$ cat src/rtl/core/tpsd_pkg.sv
// ----------------------------------------------------------------------------
// tpsd_pkg
// Types, widths and helpers shared by the two-axis PID servo drive.
// ----------------------------------------------------------------------------
package tpsd_pkg;

    localparam int POS_W    = 10;
    localparam int CTR_W    = 8;
    localparam int GAIN_W   = 16;
    localparam int CFG_IDX_W = 4;
    localparam int SCL_W    = 12;
    localparam int ST_W     = 32;
    localparam int MA_W     = 44;
    localparam int MB_W     = 17;
    localparam int PROD_W   = 61;
    localparam int VAL_W    = 42;

    localparam logic [MB_W-1:0] DERIV_RATE = 17'd500;
    localparam logic signed [ST_W-1:0] INTEG_LIM = 32'sd5242880;
    localparam logic [CTR_W-1:0] DRIVE_MAX   = 8'd170;
    localparam logic [CTR_W-1:0] DRIVE_MIN_X = 8'd20;
    localparam logic [CTR_W-1:0] DRIVE_MIN_Y = 8'd15;

    localparam logic [CFG_IDX_W-1:0] REG_GAIN_P_X  = 4'd0;
    localparam logic [CFG_IDX_W-1:0] REG_GAIN_I_X  = 4'd1;
    localparam logic [CFG_IDX_W-1:0] REG_GAIN_D_X  = 4'd2;
    localparam logic [CFG_IDX_W-1:0] REG_GAIN_P_Y  = 4'd3;
    localparam logic [CFG_IDX_W-1:0] REG_GAIN_I_Y  = 4'd4;
    localparam logic [CFG_IDX_W-1:0] REG_GAIN_D_Y  = 4'd5;
    localparam logic [CFG_IDX_W-1:0] REG_IN_SCALE  = 4'd6;
    localparam logic [CFG_IDX_W-1:0] REG_OUT_SCALE = 4'd7;

    typedef enum logic [3:0] {
        LANE_IDLE, LANE_SP, LANE_ST, LANE_ERR, LANE_RAW, LANE_FILT, LANE_FUPD,
        LANE_PMUL, LANE_IMUL, LANE_DMUL, LANE_SUM, LANE_HMUL, LANE_DONE
    } lane_state_t;

    typedef enum logic [1:0] {
        CTL_IDLE, CTL_RUN, CTL_MERGE
    } ctl_state_t;

    typedef struct packed {
        logic [GAIN_W-1:0] gain_p;
        logic [GAIN_W-1:0] gain_i;
        logic [GAIN_W-1:0] gain_d;
        logic [GAIN_W-1:0] in_scale;
        logic [GAIN_W-1:0] out_scale;
    } lane_cfg_t;

    typedef struct packed {
        logic                     busy;
        logic signed [VAL_W-1:0]  value;
        logic signed [PROD_W-1:0] held;
    } lane_stat_t;

    function automatic logic [CTR_W-1:0] drive_calc(
        input logic signed [PROD_W-1:0] held,
        input logic signed [VAL_W-1:0]  value,
        input logic [CTR_W-1:0]         center,
        input logic [CTR_W-1:0]         lo
    );
        logic signed [PROD_W-1:0] lim;
        logic signed [VAL_W-1:0]  adj;
        logic signed [VAL_W-1:0]  drv;
        logic [CTR_W-1:0]         res;
        lim = -($signed({{(PROD_W-CTR_W-30){1'b0}}, center, 30'b0}));
        adj = value + (value[VAL_W-1] ? VAL_W'(16'hFFFF) : VAL_W'(0));
        drv = (adj >>> 16) + $signed({{(VAL_W-CTR_W){1'b0}}, center});
        if (held <= lim)
            drv = '0;
        if (drv > $signed({{(VAL_W-CTR_W){1'b0}}, DRIVE_MAX}))
            res = DRIVE_MAX;
        else if (drv < $signed({{(VAL_W-CTR_W){1'b0}}, lo}))
            res = lo;
        else
            res = drv[CTR_W-1:0];
        return res;
    endfunction

endpackage

$ cat src/rtl/core/tpsd_if.sv


interface tpsd_rsp_if;
    logic                       valid;
    logic                       ready;
    logic [tpsd_pkg::CTR_W-1:0] drive_x;
    logic [tpsd_pkg::CTR_W-1:0] drive_y;
    logic                       out_of_range;
    modport source (output valid, drive_x, drive_y, out_of_range, input ready);
    modport sink (input valid, drive_x, drive_y, out_of_range, output ready);
endinterface


$ cat src/rtl/core/tpsd_merge.sv
// ----------------------------------------------------------------------------
// tpsd_merge
// Combine both lanes into servo drives and hold them in the response register.
// ----------------------------------------------------------------------------
module tpsd_merge (
    input  logic                        clk,
    input  logic                        rst_n,
    input  logic                        load,
    input  logic                        oor,
    input  logic [tpsd_pkg::CTR_W-1:0]  center_x,
    input  logic [tpsd_pkg::CTR_W-1:0]  center_y,
    input  tpsd_pkg::lane_stat_t        lane_x,
    input  tpsd_pkg::lane_stat_t        lane_y,
    output logic                        free,
    tpsd_rsp_if.source                  rsp
);

    logic                       valid_reg;
    logic [tpsd_pkg::CTR_W-1:0] dx_reg, dy_reg;
    logic                       oor_reg;
    logic signed [tpsd_pkg::VAL_W-1:0] vx, vy;

    assign vx = oor ? '0 : lane_x.value;
    assign vy = oor ? '0 : lane_y.value;

    always_ff @(posedge clk or negedge rst_n)
    begin
        if (!rst_n)
            valid_reg <= 1'b0;
        else if (load)
            valid_reg <= 1'b1;
        else if (rsp.ready)
            valid_reg <= 1'b0;
    end

    always_ff @(posedge clk)
    begin
        if (load)
        begin
            dx_reg  <= tpsd_pkg::drive_calc(lane_x.held, vx, center_x, tpsd_pkg::DRIVE_MIN_X);
            dy_reg  <= tpsd_pkg::drive_calc(lane_y.held, vy, center_y, tpsd_pkg::DRIVE_MIN_Y);
            oor_reg <= oor;
        end
    end

    assign free             = !valid_reg || rsp.ready;
    assign rsp.valid        = valid_reg;
    assign rsp.drive_x      = dx_reg;
    assign rsp.drive_y      = dy_reg;
    assign rsp.out_of_range = oor_reg;

endmodule

$ cat src/flat_wrapper.sv
// flat-port wrapper written by rule: the top's interface ports become plain ports
module tpsd_merge_flat 
  (clk, rst_n, load, oor, center_x, center_y, lane_x, lane_y, free, rsp_valid, rsp_drive_x, rsp_drive_y, rsp_out_of_range, rsp_ready);
  tpsd_rsp_if rsp_i ();
  input  logic clk;
  input  logic rst_n;
  input  logic load;
  input  logic oor;
  input  logic [tpsd_pkg::CTR_W-1:0] center_x;
  input  logic [tpsd_pkg::CTR_W-1:0] center_y;
  input  tpsd_pkg::lane_stat_t lane_x;
  input  tpsd_pkg::lane_stat_t lane_y;
  output logic free;
  output wire logic [$bits(rsp_i.valid)-1:0] rsp_valid;
  output wire logic [$bits(rsp_i.drive_x)-1:0] rsp_drive_x;
  output wire logic [$bits(rsp_i.drive_y)-1:0] rsp_drive_y;
  output wire logic [$bits(rsp_i.out_of_range)-1:0] rsp_out_of_range;
  input wire logic [$bits(rsp_i.ready)-1:0] rsp_ready;
  assign rsp_valid = rsp_i.valid;
  assign rsp_drive_x = rsp_i.drive_x;
  assign rsp_drive_y = rsp_i.drive_y;
  assign rsp_out_of_range = rsp_i.out_of_range;
  assign rsp_i.ready = rsp_ready;
  tpsd_merge u_core (.clk(clk), .rst_n(rst_n), .load(load), .oor(oor), .center_x(center_x), .center_y(center_y), .lane_x(lane_x), .lane_y(lane_y), .free(free), .rsp(rsp_i));
endmodule
$ cat config.mk
export PLATFORM = sky130hd
export DESIGN_NAME = tpsd_merge_flat
export DESIGN_NICKNAME = d
export VERILOG_FILES = /design/src/rtl/core/tpsd_pkg.sv /design/src/rtl/core/tpsd_if.sv /design/src/rtl/core/tpsd_merge.sv /design/src/flat_wrapper.sv
export SDC_FILE = /design/constraint.sdc
export NUM_CORES = 1
export LEC_CHECK = 0
export BUFFER_PORTS_ARGS = -buffer_cell sky130_fd_sc_hd__buf_4
export CAP_MARGIN = 25
export CORE_ASPECT_RATIO = 1.25
export CORE_UTILIZATION = 56
export CTS_CLUSTER_SIZE = 14
export DETAILED_ROUTE_END_ITERATION = 10
export GPL_TIMING_DRIVEN = 1
export PLACE_DENSITY = 0.9
export SLEW_MARGIN = 20
export SYNTH_ARGS = -nofsm -noshare
export SYNTH_HDL_FRONTEND = slang
export SYNTH_SLANG_ARGS = --single-unit
$ cat constraint.sdc
create_clock -name clk -period 1.5 [get_ports clk]
set_clock_uncertainty 0.05 [all_clocks]
set_input_delay 0 -clock clk [delete_from_list [all_inputs] [get_ports clk]]
set_output_delay 0 -clock clk [all_outputs]
set_load 0.1 [all_outputs]
==> flow_summary.ini, run 1 <==
[die]
io_pins = 248
die_h_um = 123
rows = 43
initial_core_util_pct = 58.5
fp.dieW_um = 98.9

[yosys]
synth_cells = 886
syn_nets = 1210
synthAdderAreaFrac_pct = 18.5
synth_xor_area_share_pct = 10.1
ys_seq_area_share_pct = 8.14
synth_area_per_cell_um2 = 7.42
async_flop_share_pct = 5.56
netlist_area_um2 = 6580
synth_area_leader_cell = ha_1
synthTopCellsByArea = ha_1, edfxtp_1, xnor2_1, a21oi_1, nor2_1
synth_top_family_by_area = simple AND/OR/NAND/NOR gates
yosysMostFrequentCell = ha_1
synth.top_cell.area_share_pct = 17.7
synthFlopType = edfxtp_1
synth_compound_gate_area_share_pct = 22.6
synth_top_cells_by_count = ha_1, nor2_1, nand2_1, a21oi_1, xnor2_1
yosysWarningCount = 0
synth-simple-area-share_pct = 35.3
synthMuxAreaShare_pct = 1.90
ys_types = 86
ys_ff_latch = 18
synth_edf_count = 17

[status]
status = aborted with a tool error
firstError = [ERROR DPL-0038] Utilization greater than 100%, impossible to legalize
failing_step = clock tree synthesis (4_1_cts)

[place]
gp_congestion = 1.03
dp_hpwl_mm = 28.4
place_ws_ps = -4020
io_buffers = 245

[clock_tree]
cts_num_sinks = 18
ctsLongestPathBuffers = 2
htree_levels = 1
post_cts_buffers = 38
post_cts_resized = 113
cts_buffers = 3
cts_hold_buf = 2
clockRootBuffer = clkbuf_16
metrics by stage:
stage / cells / cell area, µm²
after detailed placement: 1542 / 10800
after floorplan: 886 / 6700
after global placement: 1542 / 10800
logic make-up after synthesis:
family                     count (synthesis)
AOI/OAI and AO/OA                        216
adders and majority gates                 96
and+or+nand+nor                          412
DFF                                       18
buffers and inverters                     57
xor gates and xnor gates                  75
muxes                                     12
==> inputs of run 2 (changes only) <==
- CORE_ASPECT_RATIO: 1.25 -> not set
- CORE_UTILIZATION: 56 -> 40
- CTS_CLUSTER_SIZE: 14 -> not set
- PLACE_DENSITY: 0.9 -> not set
- PLACE_DENSITY_LB_ADDON: not set -> 0.15
==> flow_summary.ini, run 2 <==
[timing]
min_period_ps = 4770
fmax_mhz = 210
final-hold-violation-count = 0
drv_slew = 0
rsz0062_at_grt = yes
setup_viol = 16
fin_tns_setup_ps = -50240
max_slew_margin_pct = 65.2
postLayoutSetupSlackWorst_ps = -3270
period_share_pct = 318
tightestPinTransition_ps = 507

[grt]
grt_max_degree = 32
grt_usage_pct = 27.5
grt_pass1_wl_mm = 38.5
grt_antenna_before_repair = 0
grt_remaining_overflow = 0
first_global_vias = 8558

[final_layout]
fin_area_um2 = 11800
final_common_cell = buf_4
drive_gt1_share_pct = 48.4
fill_cells = 1238
area_growth_pct = 79.0
antennaDiodeCount = 0
final_cell_mix = buf_4, ha_1, nand2_1
fin_nets = 1776

[power_and_ir_drop]
p_sw_w = 0.00167
p_comb_share_pct = 73.0
intPower_w = 0.00254
sw_frac_of_total_pct = 39.7
power_frac_clock_pct = 12.6
leakage_nw = 5.65
power.density_nw_per_um2 = 358
seqPwrFrac_pct = 14.3
ir_drop_mv = 0.413

[setup_path]
cp_max_fo = 5
start_kind = input port
path_class = input port to register
cp.arrival_ps = 4710
cp_data_required_time_ps = 1440
crit_path_end_kind = register

[yosys]
synthFlopType = edfxtp_1
synth_cells = 886
ys_ff_latch = 18
ys_seq_area_share_pct = 8.14
synth_area_per_cell_um2 = 7.42
synth.top_cell.area_share_pct = 17.7
yosysWarningCount = 0
synth_top_cells_by_count = ha_1, nor2_1, nand2_1, a21oi_1, xnor2_1
async_flop_share_pct = 5.56
ys_types = 86
syn_nets = 1210
synth_edf_count = 17
netlist_area_um2 = 6580
yosysMostFrequentCell = ha_1
synth_area_leader_cell = ha_1
synthTopCellsByArea = ha_1, edfxtp_1, xnor2_1, a21oi_1, nor2_1

[job]
drv_cap = 0

[status]
status = complete, but fails checks
violations = setup timing

[clock_tree]
clk_pin_slew_ps = 50
cts_num_sinks = 18
worstSkewPairLatency_ps = 240
cts_buffers = 3
ctsLongestPathBuffers = 2
htree_levels = 1
clockRootBuffer = clkbuf_16
cts_tree = yes

[routing]
vias = 8973
wl_per_cell_um = 14.6
drc = 0
routed_via_density = 5.38
drt_wl_total_mm = 24.3
drt_first_pass_iters = 6
detail-route-antenna-nets = 0
first_iter_violations = 430

[place]
dp_hpwl_mm = 19.8
io_buffers = 245
placed_area_um2 = 11000
gp_congestion = 0.921

[die]
io_pins = 248
die_h_um = 130
rows = 46
die_area_um2 = 17000
fp.dieW_um = 130
core_um2 = 15900
initial_core_util_pct = 41.2

[worst_hold_path]
hp-class = input port to async pin
-- run 2: cell counts after synthesis --
No cell type changed its count.
-- run 2: power by group through the flow --
stage	combinational [W]	sequential [W]	clock, W
after floorplan	0.00107	0.000886	0
after global placement	0.00274	0.000615	0
after detailed placement	0.00279	0.000615	0
after CTS	0.00297	0.000605	0.000544
after global routing	0.00333	0.000608	0.000567
final	0.00308	0.000604	0.000533
-- run 2: area by class of cell --
class | instances | area (µm²) | area share (%)
clock buffers | 4 | 78.8 | 0.670
inverters | 33 | 126 | 1.07
multi-input cells | 811 | 6300 | 53.5
flip-flops and latches | 18 | 537 | 4.56
well taps | 216 | 270 | 2.30
repair buffers | 585 | 4460 | 37.9
-- run 2: worst paths after layout --
| check | cells after the start | start | slack [ps] | end |
|---|---|---|---|---|
| max in group asynchronous | 2 | rst_n | 1280 | u_core.rsp.valid |
| min | 2 | rst_n | 30 | u_core.rsp.valid |
| min in group clk | 1 | load | 90 | u_core.rsp.drive_y[2] |
| min reg2reg | 2 | u_core.rsp.valid | 470 | u_core.rsp.valid |
| max | 24 | oor | -3270 | u_core.rsp.drive_y[1] |
| max reg2reg | 2 | u_core.rsp.valid | 810 | u_core.rsp.valid |
-- run 2: cells by family after synthesis --
family	synth area share, %
compound gates	22.6
xor+xnor	10.1
fa+ha+maj	18.5
buf+inv	3.48
flops	8.14
mux	1.90
simple gates	35.3
-- run 2: what timing repair did --
action / CTS / global route
hold endpoints to repair: 2 / 0
gates resized for setup: 69 / 32
pin swaps: 56 / 26
setup buffers: 27 / 6
hold buffers: 2 / 0
endpoints found under the setup margin: 16 / 16
-- run 2: per-stage QoR --
stage | instances | hold WS, ps | setup slack [ps] | power [W] | utilization [%]
2_1_floorplan | 886 | -346 | -3970 | 0.00196 | -
3_3_place_gp | 1629 | -275 | -3540 | 0.00335 | 68.7
3_5_place_dp | 1629 | -273 | -3720 | 0.00341 | 68.7
4_1_cts | 1661 | 14.5 | -3290 | 0.00412 | 72.6
5_1_grt | 1667 | 39.1 | -3470 | 0.00451 | 73.8
6_report | 1667 | 29.9 | -3270 | 0.00422 | 73.8
-- run 2: routing by layer --
| layer | wire (µm) | track usage, % | vias up |
|---|---|---|---|
| met5 | 0 | 0 | - |
| met2 | 11700 | 49.1 | 298 |
| met1 | 10700 | 35.3 | 4105 |
| met4 | 625 | 7.59 | 0 |
| met3 | 1230 | 1.89 | 59 |
| li1 | - | - | 4511 |
-- run 2: worst max-delay path, cell delays in order --
cell and delay [ps]:
buf_8 110, nand2b_4 140, inv_4 60, ha_4 180
o21a_1 110, or4b_4 510, a31oi_4 240, a21oi_4 90
buf_4 140, xnor2_1 130, nor2_1 80, ha_1 360
nand2_2 90, o21ai_2 60, or4_4 530, a21oi_4 180
o21bai_2 90, o211a_1 180, nand3_4 90, xnor2_1 80
nor3_1 180, o22ai_1 130, or4_4 560, or3_1 380
No activity file was read; power rests on OpenSTA's default activity.
