## config.mk

```make
export PLATFORM = sky130hd
export DESIGN_NAME = tpsd_lane
export DESIGN_NICKNAME = d
export VERILOG_FILES = /design/src/rtl/core/tpsd_pkg.sv /design/src/rtl/core/tpsd_lane.sv
export SDC_FILE = /design/constraint.sdc
export NUM_CORES = 2
export LEC_CHECK = 0
export ABC_AREA = 0
export BUFFER_PORTS_ARGS = -buffer_cell sky130_fd_sc_hd__buf_4
export CAP_MARGIN = 5
export CORE_ASPECT_RATIO = 1.75
export CORE_MARGIN = 2
export CORE_UTILIZATION = 50
export CTS_BUF_LIST = sky130_fd_sc_hd__clkbuf_4 sky130_fd_sc_hd__clkbuf_8
export DETAILED_ROUTE_END_ITERATION = 10
export GPL_ROUTABILITY_DRIVEN = 0
export PLACE_DENSITY = 0.66
export RECOVER_POWER = 25
export SYNTH_ARGS = -nofsm -noshare
export SYNTH_HDL_FRONTEND = slang
export SYNTH_SLANG_ARGS = --single-unit
```

## constraint.sdc

```tcl
create_clock -name clk -period 11.3 [get_ports clk]
set_input_delay 1.13 -clock clk [delete_from_list [all_inputs] [get_ports clk]]
set_output_delay 1.13 -clock clk [all_outputs]
set_load 0.1 [all_outputs]
```

## src/rtl/core/tpsd_pkg.sv

```systemverilog
// ----------------------------------------------------------------------------
// tpsd_pkg
// Types, widths and helpers shared by the two-axis PID servo drive.
// ----------------------------------------------------------------------------
package tpsd_pkg;

    localparam int POS_W    = 10;
    localparam int CTR_W    = 8;
    localparam int GAIN_W   = 16;
    localparam int CFG_IDX_W = 4;
    localparam int SCL_W    = 12;
    localparam int ST_W     = 32;
    localparam int MA_W     = 44;
    localparam int MB_W     = 17;
    localparam int PROD_W   = 61;
    localparam int VAL_W    = 42;

    localparam logic [MB_W-1:0] DERIV_RATE = 17'd500;
    localparam logic signed [ST_W-1:0] INTEG_LIM = 32'sd5242880;
    localparam logic [CTR_W-1:0] DRIVE_MAX   = 8'd170;
    localparam logic [CTR_W-1:0] DRIVE_MIN_X = 8'd20;
    localparam logic [CTR_W-1:0] DRIVE_MIN_Y = 8'd15;

    localparam logic [CFG_IDX_W-1:0] REG_GAIN_P_X  = 4'd0;
    localparam logic [CFG_IDX_W-1:0] REG_GAIN_I_X  = 4'd1;
    localparam logic [CFG_IDX_W-1:0] REG_GAIN_D_X  = 4'd2;
    localparam logic [CFG_IDX_W-1:0] REG_GAIN_P_Y  = 4'd3;
    localparam logic [CFG_IDX_W-1:0] REG_GAIN_I_Y  = 4'd4;
    localparam logic [CFG_IDX_W-1:0] REG_GAIN_D_Y  = 4'd5;
    localparam logic [CFG_IDX_W-1:0] REG_IN_SCALE  = 4'd6;
    localparam logic [CFG_IDX_W-1:0] REG_OUT_SCALE = 4'd7;

    typedef enum logic [3:0] {
        LANE_IDLE, LANE_SP, LANE_ST, LANE_ERR, LANE_RAW, LANE_FILT, LANE_FUPD,
        LANE_PMUL, LANE_IMUL, LANE_DMUL, LANE_SUM, LANE_HMUL, LANE_DONE
    } lane_state_t;

    typedef enum logic [1:0] {
        CTL_IDLE, CTL_RUN, CTL_MERGE
    } ctl_state_t;

    typedef struct packed {
        logic [GAIN_W-1:0] gain_p;
        logic [GAIN_W-1:0] gain_i;
        logic [GAIN_W-1:0] gain_d;
        logic [GAIN_W-1:0] in_scale;
        logic [GAIN_W-1:0] out_scale;
    } lane_cfg_t;

    typedef struct packed {
        logic                     busy;
        logic signed [VAL_W-1:0]  value;
        logic signed [PROD_W-1:0] held;
    } lane_stat_t;

    function automatic logic [CTR_W-1:0] drive_calc(
        input logic signed [PROD_W-1:0] held,
        input logic signed [VAL_W-1:0]  value,
        input logic [CTR_W-1:0]         center,
        input logic [CTR_W-1:0]         lo
    );
        logic signed [PROD_W-1:0] lim;
        logic signed [VAL_W-1:0]  adj;
        logic signed [VAL_W-1:0]  drv;
        logic [CTR_W-1:0]         res;
        lim = -($signed({{(PROD_W-CTR_W-30){1'b0}}, center, 30'b0}));
        adj = value + (value[VAL_W-1] ? VAL_W'(16'hFFFF) : VAL_W'(0));
        drv = (adj >>> 16) + $signed({{(VAL_W-CTR_W){1'b0}}, center});
        if (held <= lim)
            drv = '0;
        if (drv > $signed({{(VAL_W-CTR_W){1'b0}}, DRIVE_MAX}))
            res = DRIVE_MAX;
        else if (drv < $signed({{(VAL_W-CTR_W){1'b0}}, lo}))
            res = lo;
        else
            res = drv[CTR_W-1:0];
        return res;
    endfunction

endpackage

```

## src/rtl/core/tpsd_lane.sv

```systemverilog
// ----------------------------------------------------------------------------
// tpsd_lane
// One axis PID: input scaling, filtered derivative, clamped integral and
// scaled output, stepped through a single shared multiplier.
// ----------------------------------------------------------------------------
module tpsd_lane #(
    parameter int SMOOTHING = 32768
) (
    input  logic                        clk,
    input  logic                        rst_n,
    input  logic                        start,
    input  logic [tpsd_pkg::POS_W-1:0]  pos,
    input  logic [tpsd_pkg::POS_W-1:0]  target,
    input  tpsd_pkg::lane_cfg_t         cfg,
    output tpsd_pkg::lane_stat_t        stat
);

    localparam int MA_W   = tpsd_pkg::MA_W;
    localparam int MB_W   = tpsd_pkg::MB_W;
    localparam int PROD_W = tpsd_pkg::PROD_W;
    localparam int VAL_W  = tpsd_pkg::VAL_W;
    localparam int ST_W   = tpsd_pkg::ST_W;
    localparam int SCL_W  = tpsd_pkg::SCL_W;

    tpsd_pkg::lane_state_t state_reg, state_next;

    logic [tpsd_pkg::POS_W-1:0] pos_reg, tgt_reg;
    logic [SCL_W-1:0]           sp_reg;
    logic signed [ST_W-1:0]     eq_reg, last_reg, filt_reg, integ_reg;
    logic signed [VAL_W-1:0]    p_reg, value_reg;
    logic signed [PROD_W-1:0]   prod_reg, held_reg;
    logic signed [MA_W-1:0]     op_a;
    logic signed [MB_W-1:0]     op_b;
    logic signed [PROD_W-1:0]   prod_next;

    logic [SCL_W-1:0]           st;
    logic signed [SCL_W:0]      err;
    logic signed [PROD_W-1:0]   fsum;
    logic signed [ST_W-1:0]     f_next;
    logic signed [VAL_W-1:0]    isum, dterm;
    logic signed [ST_W-1:0]     i_next;

    always_comb
    begin
        state_next = state_reg;
        unique case (state_reg)
            tpsd_pkg::LANE_IDLE: if (start) state_next = tpsd_pkg::LANE_SP;
            tpsd_pkg::LANE_SP:   state_next = tpsd_pkg::LANE_ST;
            tpsd_pkg::LANE_ST:   state_next = tpsd_pkg::LANE_ERR;
            tpsd_pkg::LANE_ERR:  state_next = tpsd_pkg::LANE_RAW;
            tpsd_pkg::LANE_RAW:  state_next = tpsd_pkg::LANE_FILT;
            tpsd_pkg::LANE_FILT: state_next = tpsd_pkg::LANE_FUPD;
            tpsd_pkg::LANE_FUPD: state_next = tpsd_pkg::LANE_PMUL;
            tpsd_pkg::LANE_PMUL: state_next = tpsd_pkg::LANE_IMUL;
            tpsd_pkg::LANE_IMUL: state_next = tpsd_pkg::LANE_DMUL;
            tpsd_pkg::LANE_DMUL: state_next = tpsd_pkg::LANE_SUM;
            tpsd_pkg::LANE_SUM:  state_next = tpsd_pkg::LANE_HMUL;
            tpsd_pkg::LANE_HMUL: state_next = tpsd_pkg::LANE_DONE;
            tpsd_pkg::LANE_DONE: state_next = tpsd_pkg::LANE_IDLE;
            default:             state_next = tpsd_pkg::LANE_IDLE;
        endcase
    end

    always_comb
    begin
        op_a = '0;
        op_b = '0;
        unique case (state_reg)
            tpsd_pkg::LANE_SP:
            begin
                op_a = MA_W'(pos_reg);
                op_b = {1'b0, cfg.in_scale};
            end
            tpsd_pkg::LANE_ST:
            begin
                op_a = MA_W'(tgt_reg);
                op_b = {1'b0, cfg.in_scale};
            end
            tpsd_pkg::LANE_RAW:
            begin
                op_a = MA_W'(eq_reg) - MA_W'(last_reg);
                op_b = tpsd_pkg::DERIV_RATE;
            end
            tpsd_pkg::LANE_FILT:
            begin
                op_a = prod_reg[MA_W-1:0] - MA_W'(filt_reg);
                op_b = MB_W'(SMOOTHING);
            end
            tpsd_pkg::LANE_PMUL:
            begin
                op_a = MA_W'(eq_reg);
                op_b = {1'b0, cfg.gain_p};
            end
            tpsd_pkg::LANE_IMUL:
            begin
                op_a = MA_W'(eq_reg);
                op_b = {1'b0, cfg.gain_i};
            end
            tpsd_pkg::LANE_DMUL:
            begin
                op_a = MA_W'(filt_reg);
                op_b = {1'b0, cfg.gain_d};
            end
            tpsd_pkg::LANE_HMUL:
            begin
                op_a = MA_W'(value_reg);
                op_b = {1'b0, cfg.out_scale};
            end
            default:
            begin
                op_a = '0;
                op_b = '0;
            end
        endcase
    end

    assign prod_next = PROD_W'(op_a) * PROD_W'(op_b);

    assign st  = prod_reg[SCL_W+13:14];
    assign err = $signed({1'b0, st}) - $signed({1'b0, sp_reg});

    assign fsum = PROD_W'(filt_reg) + (prod_reg >>> 16);
    always_comb
    begin
        if (fsum > PROD_W'(32'sh7FFF_FFFF))
            f_next = 32'sh7FFF_FFFF;
        else if (fsum < -PROD_W'(33'sh0_8000_0000))
            f_next = 32'sh8000_0000;
        else
            f_next = fsum[ST_W-1:0];
    end

    assign dterm = VAL_W'(prod_reg >>> 8);
    assign isum  = VAL_W'(integ_reg) + dterm;
    always_comb
    begin
        if (isum > VAL_W'(tpsd_pkg::INTEG_LIM))
            i_next = tpsd_pkg::INTEG_LIM;
        else if (isum < -VAL_W'(tpsd_pkg::INTEG_LIM))
            i_next = -tpsd_pkg::INTEG_LIM;
        else
            i_next = isum[ST_W-1:0];
    end

    always_ff @(posedge clk or negedge rst_n)
    begin
        if (!rst_n)
        begin
            state_reg <= tpsd_pkg::LANE_IDLE;
            last_reg  <= '0;
            filt_reg  <= '0;
            integ_reg <= '0;
            held_reg  <= '0;
        end
        else
        begin
            state_reg <= state_next;
            unique case (state_reg)
                tpsd_pkg::LANE_FUPD: filt_reg  <= f_next;
                tpsd_pkg::LANE_RAW:  last_reg  <= eq_reg;
                tpsd_pkg::LANE_DMUL: integ_reg <= i_next;
                tpsd_pkg::LANE_DONE: held_reg  <= prod_reg;
                default: ;
            endcase
        end
    end

    always_ff @(posedge clk)
    begin
        prod_reg <= prod_next;
        if (state_reg == tpsd_pkg::LANE_IDLE && start)
        begin
            pos_reg <= pos;
            tgt_reg <= target;
        end
        if (state_reg == tpsd_pkg::LANE_ST)
            sp_reg <= prod_reg[SCL_W+13:14];
        if (state_reg == tpsd_pkg::LANE_ERR)
            eq_reg <= ST_W'($signed({err, 16'b0}));
        if (state_reg == tpsd_pkg::LANE_IMUL)
            p_reg <= dterm;
        if (state_reg == tpsd_pkg::LANE_SUM)
            value_reg <= p_reg + VAL_W'(integ_reg) + dterm;
    end

    assign stat.busy  = (state_reg != tpsd_pkg::LANE_IDLE);
    assign stat.value = value_reg;
    assign stat.held  = held_reg;

endmodule

```

==> metrics.cfg <==
[finish]
drive_gt1_share_pct = 9.03
design_area_sq_um = 51000
layout_common_cells = inv_1 (894), fa_1 (704), nand2_1 (637)
fin_util_pct = 54.8
fillers = 8545
syn_to_final_growth_pct = 8.83
final_common_cell = inv_1
nets = 6451

[timing]
finalMaxSlewViolations = 86
min_period_ns = 11.00
slew_headroom_pct = -236
fin_skew_ns = 0.0585
setup_violations = 0
worst_pin_slew_ns = 5.05
fmax_mhz = 90.9
fin_crit_sh_pct = 97.3
rsz0062_at_grt = false
fin_setup_tns_ns = 0
hold_viol_final = 0

[clock_network]
cts_max_level = 2
cts_buffers = 48
clkLatencyLatePin_ns = 0.67
cts_tree = yes
ctsHoldBuffers = 0
post_cts_buffers = 0
cts_sinks = 332
root_buffer = clkbuf_8
cts_buffer_depth = 3
clkSlewWorstSetupHoldPaths_ns = 0.08

[synthesis]
synth_flop_cell = dfrtp_1
netlist-cell-type-count = 85
synth_nets = 6308
yosysSeqAreaShare_pct = 18.5
syn_area_sq_um = 46800
async_flop_share_pct = 42.8
ys_seq_elements = 332
synthCells = 5166
syn_area_per_cell_sq_um = 9.06
synth_enable_flop_cells = 129
ys_warn_count = 0

[floorplanning]
die_y_microns = 409
num_io_pins = 207
start_util_pct = 50.4
rows = 148
dieArea_sq_um = 96200
die_w_microns = 235
core_area_sq_um = 93000

[run_status]
violations = design-rule violations, max-capacitance violations, max-slew violations
run_status = finished, violations left

[critical_path]
start_kind = register
slowest_delay_ns = 0.82
arrival_ns = 11.55
r2r-end = prod_reg[54]
r2r_setup_slack_ns = 0.30
reg2regPathDepth = 34
cp_max_fo = 10
cp.required_ns = 11.85
reg2reg_from = prod_reg[16]
crit_slowest_cell = a221oi_2
path_class = register to register
crit_path_end_kind = register
crit_start = prod_reg[16]
crit_top_cell = fa_1

[place]
hpwlAfterDp_microns = 119000
io_buffers = 206
placed_area_sq_um = 49900

[drt]
vias = 38500
wl_per_cell_microns = 22.3
final_antenna_net_count = 0
drt_iter0_drc = 2625
drt-vias-per-instance = 5.89
firstDrtPassIters = 8
drc = 1
drt_wl_total_microns = 146000

[grt]
antenna_found_initial = 2
grt_max_degree = 86
grt_pass1_vias = 40900
grt_overflow_total = 0
grt_pass1_wl_microns = 227000
grt.total_usage_pct = 30.7

[min_path]
min-delay-start = prod_reg[0]
min_path_type = register to register
holdPathStages = 1
hold_end = held_reg[0]

[job]
maxCapViolations = 1

worst max-delay path by stage:
stage                        end  slack, ns  depth (start not counted)
floorplan           prod_reg[60]       1.82                         30
global placement    prod_reg[60]       0.71                         39
detailed placement  prod_reg[60]       0.68                         38
CTS                 prod_reg[60]       0.54                         38
global route        prod_reg[54]       0.01                         36
finish              prod_reg[54]       0.30                         34
logic make-up (layout without fill, tap and decap cells):
group / count (synthesis) / count (layout) / share of synthesized area (%)
compound gates: 1003 / 1003 / 14.4
xor+xnor: 221 / 221 / 4.13
fa+ha+maj: 1039 / 1039 / 39.1
buf+inv: 1099 / 1281 / 8.86
flops: 332 / 332 / 18.5
mux: 74 / 74 / 1.75
other cells: 0 / 1 / 0
simple gates: 1398 / 1398 / 13.3
layer usage:
metal | routed length (microns) | part of all wire [%] | vias to the layer above | track usage [%]
li1 | - | - | 17200 | -
met1 | 51700 | 35 | 19100 | 34.0
met2 | 74000 | 51 | 1623 | 55.3
met3 | 9130 | 6.2 | 562 | 3.88
met4 | 11400 | 7.8 | 2 | 20.4
met5 | 13 | 0.0089 | - | 0
area by class of cell:
cell class | count | area [sq um] | area share [%]
multi-input cells | 3735 | 34100 | 67.0
clock buffers | 55 | 732 | 1.44
diodes | 1 | 2.50 | 0.00491
clock inverters | 34 | 424 | 0.832
well taps | 1200 | 1500 | 2.95
flip-flops and latches | 332 | 8650 | 17.0
repair buffers | 298 | 2170 | 4.26
inverters | 894 | 3360 | 6.59
per-stage QoR:
step | hold WS, ns | setup slack, ns | std cells
4_1_cts | 0.492 | 0.540 | 6548
2_1_floorplan | 0.454 | 1.82 | 5166
3_5_place_dp | 0.475 | 0.685 | 6459
5_1_grt | 0.521 | 0.0105 | 6549
3_3_place_gp | 0.482 | 0.708 | 6459
6_report | 0.492 | 0.302 | 6549
timing repair:
action	in CTS	in global routing
hold endpoints to repair	0	0
gates resized for setup	0	1
endpoints found under the setup margin	0	1
cells in the mapped netlist, types with 16 or more instances:
| library cell | number | area share [%] |
|---|---|---|
| nand4_1 | 47 | 0.63 |
| xnor2_1 | 140 | 2.6 |
| nor2_1 | 350 | 2.8 |
| o21ai_0 | 167 | 1.8 |
| and2_1 | 84 | 1.1 |
| a22oi_1 | 45 | 0.72 |
| ha_1 | 335 | 9.0 |
| o211ai_1 | 21 | 0.34 |
| dfxtp_1 | 61 | 2.6 |
| mux2_2 | 63 | 1.5 |
| o21a_1 | 40 | 0.64 |
| a22o_1 | 19 | 0.36 |
| o21bai_1 | 46 | 0.74 |
| xor2_1 | 81 | 1.5 |
| a211oi_1 | 25 | 0.40 |
| a21o_1 | 115 | 1.8 |
| dfrtp_1 | 142 | 7.6 |
| a21oi_1 | 242 | 2.6 |
| nor3_1 | 49 | 0.52 |
| a222oi_1 | 18 | 0.38 |
| fa_1 | 704 | 30 |
| nand2_1 | 637 | 5.1 |
| o22ai_1 | 46 | 0.61 |
| inv_1 | 894 | 7.2 |
| and4_1 | 16 | 0.30 |
| nor2b_1 | 32 | 0.43 |
| edfxtp_1 | 129 | 8.3 |
| clkbuf_1 | 180 | 1.4 |
| nand3_1 | 61 | 0.65 |
| and3_1 | 27 | 0.36 |
| a31oi_1 | 65 | 0.87 |
| nand2b_1 | 37 | 0.49 |
critical path: cells and delay by family (launching register included):
| family | cells | cell delay [ns] |
|---|---|---|
| fa+ha+maj | 8 | 3.91 |
| xor+xnor | 2 | 0.35 |
| compound gates | 11 | 3.93 |
| flops | 1 | 0.32 |
| buf+inv | 6 | 1.04 |
| simple gates | 7 | 1.32 |
Power is left out: the tool's default activity adds up to more than one toggle a clock period on the data nets, which glitch-free logic cannot reach.
